## config.mk

```make
export PLATFORM = sky130hd
export DESIGN_NAME = gn1d_fade
export DESIGN_NICKNAME = d
export VERILOG_FILES = /design/src/gn1d_pkg.sv /design/src/gn1d_fade.sv
export SDC_FILE = /design/constraint.sdc
export NUM_CORES = 2
export LEC_CHECK = 0
export BUFFER_PORTS_ARGS = -buffer_cell sky130_fd_sc_hd__buf_2
export CAP_MARGIN = 10
export CELL_PAD_IN_SITES_DETAIL_PLACEMENT = 0
export CELL_PAD_IN_SITES_GLOBAL_PLACEMENT = 1
export CORE_UTILIZATION = 50
export CTS_BUF_LIST = sky130_fd_sc_hd__clkbuf_4 sky130_fd_sc_hd__clkbuf_8
export CTS_CLUSTER_DIAMETER = 100
export DETAILED_ROUTE_END_ITERATION = 10
export GPL_TIMING_DRIVEN = 0
export HOLD_SLACK_MARGIN = 0.06
export PLACE_DENSITY_LB_ADDON = 0.3
export REMOVE_ABC_BUFFERS = 1
export SLEW_MARGIN = 20
export SYNTH_ARGS = -nofsm -noshare
export SYNTH_HDL_FRONTEND = slang
export SYNTH_SLANG_ARGS = --single-unit
```

## constraint.sdc

```tcl
create_clock -name clk -period 15.2 [get_ports clk]
set_input_delay 0.76 -clock clk [delete_from_list [all_inputs] [get_ports clk]]
set_output_delay 0.76 -clock clk [all_outputs]
set_load 0.05 [all_outputs]
```

## src/gn1d_pkg.sv

```systemverilog
// ----------------------------------------------------------------------------
// gn1d_pkg
// Shared constants and types for the 1-D gradient noise block.
// ----------------------------------------------------------------------------
package gn1d_pkg;

    // Gradient table; depth is a power of two so the index wrap is a mask
    localparam int TABLE_ADDR_BITS = 11;
    localparam int TABLE_SIZE      = 1 << TABLE_ADDR_BITS;

    localparam int FRACTION_BITS = 16;
    localparam int GRADIENT_BITS = 16;

    // Field widths
    localparam int POSITION_W = 27;
    localparam int INDEX_W    = 11;
    localparam int GRADIENT_W = 16;
    localparam int NOISE_W    = 17;
    localparam int OUT_FRAC   = 15;
    localparam int NOISE_MAX  = 32768;

    // Fixed-point one and derived widths
    localparam int ONE = 1 << FRACTION_BITS;
    localparam int T_W = FRACTION_BITS + 1;
    localparam int A_W = FRACTION_BITS + 5;

    // Pipeline depth, output register included
    localparam int NSTAGE = 6;

    typedef logic [T_W-1:0] fade_t;

    typedef struct packed {
        logic [NSTAGE:1] en;
    } stage_ctl_t;

endpackage

```

## src/gn1d_fade.sv

```systemverilog
// ----------------------------------------------------------------------------
// gn1d_fade
// Pipelined quintic fade t^3 * (t*(6t-15) + 10), three register stages.
// ----------------------------------------------------------------------------
module gn1d_fade (
    input  logic                   clk,
    input  gn1d_pkg::stage_ctl_t   ctl,
    input  gn1d_pkg::fade_t        t,
    output gn1d_pkg::fade_t        f
);

    localparam int F   = gn1d_pkg::FRACTION_BITS;
    localparam int TW  = gn1d_pkg::T_W;
    localparam int AW  = gn1d_pkg::A_W;
    localparam int TTW = 2 * TW;
    localparam int ATW = AW + TW + 1;
    localparam int FPW = TW + 1 + AW;

    localparam logic signed [AW-1:0]  A_OFS   = AW'(15 * gn1d_pkg::ONE);
    localparam logic signed [AW-1:0]  C_OFS   = AW'(10 * gn1d_pkg::ONE);
    localparam logic        [TTW-1:0] HALF_U  = TTW'(1) << (F - 1);
    localparam logic signed [ATW-1:0] HALF_AT = ATW'(1) << (F - 1);
    localparam logic signed [FPW-1:0] HALF_FP = FPW'(1) << (F - 1);

    // first stage: t*t and (6t-15)*t
    logic signed [TW:0]      ts;
    logic        [TTW-1:0]   tt_c;
    logic signed [AW-1:0]    a_c;
    logic signed [ATW-1:0]   at_c;

    logic        [TTW-1:0]   tt_reg;
    logic signed [ATW-1:0]   at_reg;
    logic        [TW-1:0]    t_reg;

    // second stage: t2*t and c
    logic        [TW-1:0]    t2_c;
    logic        [TTW-1:0]   p3_c;
    logic signed [AW-1:0]    b_c;
    logic signed [AW-1:0]    c_c;

    logic        [TTW-1:0]   p3_reg;
    logic signed [AW-1:0]    c_reg;

    // third stage: t3*c
    logic        [TW-1:0]    t3_c;
    logic signed [FPW-1:0]   fp_c;

    logic signed [FPW-1:0]   fp_reg;
    logic signed [FPW-1:0]   fr_c;

    assign ts   = $signed({1'b0, t});
    assign tt_c = TTW'(t) * TTW'(t);
    assign a_c  = $signed(AW'(t) * AW'(6)) - A_OFS;
    assign at_c = ATW'(a_c) * ATW'(ts);

    assign t2_c = TW'((tt_reg + HALF_U) >> F);
    assign p3_c = TTW'(t2_c) * TTW'(t_reg);
    assign b_c  = AW'((at_reg + HALF_AT) >>> F);
    assign c_c  = b_c + C_OFS;

    assign t3_c = TW'((p3_reg + HALF_U) >> F);
    assign fp_c = FPW'($signed({1'b0, t3_c})) * FPW'(c_reg);

    assign fr_c = (fp_reg + HALF_FP) >>> F;

    always_ff @(posedge clk)
    begin
        if (ctl.en[2])
        begin
            tt_reg <= tt_c;
            at_reg <= at_c;
            t_reg  <= t;
        end
        if (ctl.en[3])
        begin
            p3_reg <= p3_c;
            c_reg  <= c_c;
        end
        if (ctl.en[4])
        begin
            fp_reg <= fp_c;
        end
    end

    // clamp to [0, one]
    always_comb
    begin
        if (fr_c < 0)
        begin
            f = '0;
        end
        else if (fr_c > FPW'(gn1d_pkg::ONE))
        begin
            f = TW'(gn1d_pkg::ONE);
        end
        else
        begin
            f = TW'(fr_c);
        end
    end

endmodule

```

==> metrics.cfg <==
[status]
outcome=finished, final reports clean

[clocking]
htreeDepth=4
cts_tree=yes
cts.hold.buffers_added=0
clock_sinks=120
numCtsBuffers=17
post-cts-setup-buffers=0
cts_max_path_buffers=2
cts_resized=0
path_clk_slew_ns=0.08
clk_latency_ns=0.53
cts-root-buf=clkbuf_8

[yosys]
synth_cell_types=76
synth_edf_count=120
synthAdderAreaFrac_pct=58.4
ys.flop_type=edfxtp_1
synth_seq_area_share_pct=7.76
synth_xor_area_share_pct=3.74
avgSynthCellArea_um2=9.28
syn_area_um2=46500
synth_top_family_by_area=adder cells
yosys-mux-area-fraction_pct=0.132
postSynthCellCount=5005
async_reset_ff_share_pct=0
synth_compound_area_share_pct=3.12
synth_warnings=0
synth-simple-area-share_pct=14.5
synth-seq-cells=120

[timing]
rsz0062_at_grt=false
final_hold_viol_count=0
max_freq_mhz=85.3
setup_violations=0
period_needed_ns=11.73
whs_ns=0.551
slew_headroom_pct=27.7
timing_worst_slew_pin_value_ns=1.09
maxSlewViolCount=0
clock_skew_ns=0.0217
finalCritPeriodShare_pct=77.2
tns_ns=0

[critical_path]
timing.rr.end=p3_reg[32]
timing.rr.start=tt_reg[17]
arrival_ns=11.99
cp_slowest_stage_delay_ns=0.84
cp_common_cell=inv_1
cp-end-kind=flip-flop
reg2reg_depth=28
path_class=in2reg
r2r_setup_slack_ns=6.51
critPathSlowestCell=clkinv_1
cp.required_ns=15.46
critPathCapture=at_reg[36]
worstPathMaxFanout=30
crit_start=t[5]
cp-start-kind=primary input

[global_route]
antenna_found_initial=1
grt_pass1_wl_um=177000
grt_usage_pct=23.8
grt_max_degree=58
globalRouteOverflowTotal=0
grt_pass1_vias=34300

[place]
portBuffers=37
place.gp.congestion=0.842
dpl.hpwl_um=85400

[floorplan]
num_io_pins=41
start_util_pct=50.6
core-area_um2=91800
die_area_um2=94100
die_w_um=307
dieHeight_um=307
row_count=111

[drt]
vias=31500
routed_wl_um=104000
drtIter0Drc=1557
wl_per_cell_um=16.9
viasPerCell=5.10
drt_first_pass_iters=5
drc=0
ant_nets=0

[run]
max_cap_viol_count=0

[finish]
fin_util_pct=53.3
largest_reg_flops=24
nNetsFinal=6465
area_delta_synth_final_pct=5.26
drive_above_1_share_pct=3.92

[min_path]
hold_path_class=reg2reg

==> how the worst min path moves through the flow <==
stage               startpoint         to  slack [ns]  cells after the start
global placement    at_reg[36]  c_reg[20]        0.54                      1
detailed placement  at_reg[36]  c_reg[20]        0.54                      1
CTS                 at_reg[36]  c_reg[20]        0.56                      1
floorplan           at_reg[36]  c_reg[20]        0.53                      1
finish              at_reg[36]  c_reg[20]        0.55                      1
global route        at_reg[36]  c_reg[20]        0.57                      1
==> cells in the final DEF, fill, tap and decap left out, types with 6 or more instances in the layout <==
cell type and count:
and3_1 29, buf_6 28, clkbuf_8 17, nor3_1 29, xor2_1 41, nand3_1 50, inv_1 1351, nor2b_1 118
nor2_2 11, a21oi_1 67, o21bai_1 7, or3_1 6, fa_1 1090, xor2_2 16, buf_8 17, a211oi_1 7
ha_1 419, o21a_1 18, a21o_1 23, xnor2_2 28, nand2b_1 23, and4_1 9, nand4_1 17, o21ai_0 28
xnor2_1 111, nor2_1 131, or2_2 6, nand2_1 723, buf_2 36, edfxtp_1 120, and2_1 259
==> layer usage <==
metal / GRT usage [%] / share of wire [%]
met1: 32.7 / 45
met4: 5.14 / 1.7
met2: 40.9 / 49
met5: 0 / 0
met3: 2.41 / 4.2
==> through the flow <==
step	cell area, µm²	instances	worst slack (ns)
floorplan	45800	4831	5.48
global placement	47500	6111	1.07
detailed placement	48400	6156	2.97
CTS	48900	6188	3.55
global route	48900	6189	2.85
finish	48900	6189	3.47
==> area by class of cell <==
class,instances,area (µm²)
Fill cell,8571,42900
Multi-Input combinational cell,3358,37400
Inverter,1353,5080
Sequential cell,120,3600
Tap cell,1243,1560
Timing Repair Buffer,82,758
Clock buffer,17,234
Clock inverter,15,215
Antenna cell,1,2.50
==> worst max-delay path: cells and delay by family <==
family / cells / cell delay (ns)
adders and majority gates: 8 / 4.17
buffers and inverters: 8 / 2.63
AOI/OAI and AO/OA: 10 / 2.42
and+or+nand+nor: 6 / 1.19
xor gates and xnor gates: 2 / 0.77
==> cell usage after synthesis (4+ instances only) <==
cell       instances  area share [%]
ha_1             419              11
nand3_1           50            0.54
xor2_1            57             1.1
o21ai_0           28            0.30
a21oi_1           68            0.73
a21o_1            23            0.37
edfxtp_1         120             7.8
o2111ai_1          4           0.075
xnor2_1          139             2.6
nand2_1          723             5.8
mux2i_1            5            0.11
a211oi_1           7            0.11
o21bai_1           7            0.11
maj3_1             5            0.11
o31ai_1            4           0.065
or2_2              6           0.081
fa_1            1090              47
buf_1              8           0.065
nor2_2            10            0.13
nor3_1            29            0.31
or3_1              6           0.081
a211o_1            4           0.075
inv_1           1351              11
and4_1             9            0.17
and3_1            29            0.39
a31oi_1            5           0.067
nand2b_1          23            0.31
o21a_1            18            0.29
nor2b_1          118             1.6
and2_1           259             3.5
nor4_1             5           0.067
nand4_1           17            0.23
clkbuf_1         163             1.3
a221oi_1           4           0.075
nor2_1           132             1.1
==> cells by family (layout without fill, tap and decap cells) <==
family,count (synthesis),after routing
AND/OR/NAND/NOR,1427,1427
multiplexers,6,6
buffers and inverters,1527,1467
other,0,1
adder cells (fa/ha/maj),1514,1514
flip-flops,120,120
AO/OA/AOI/OAI,214,214
XOR/XNOR,197,197
Power is not shown: default switching activity piles up to over one toggle a cycle in this logic, so the estimate is an artifact.
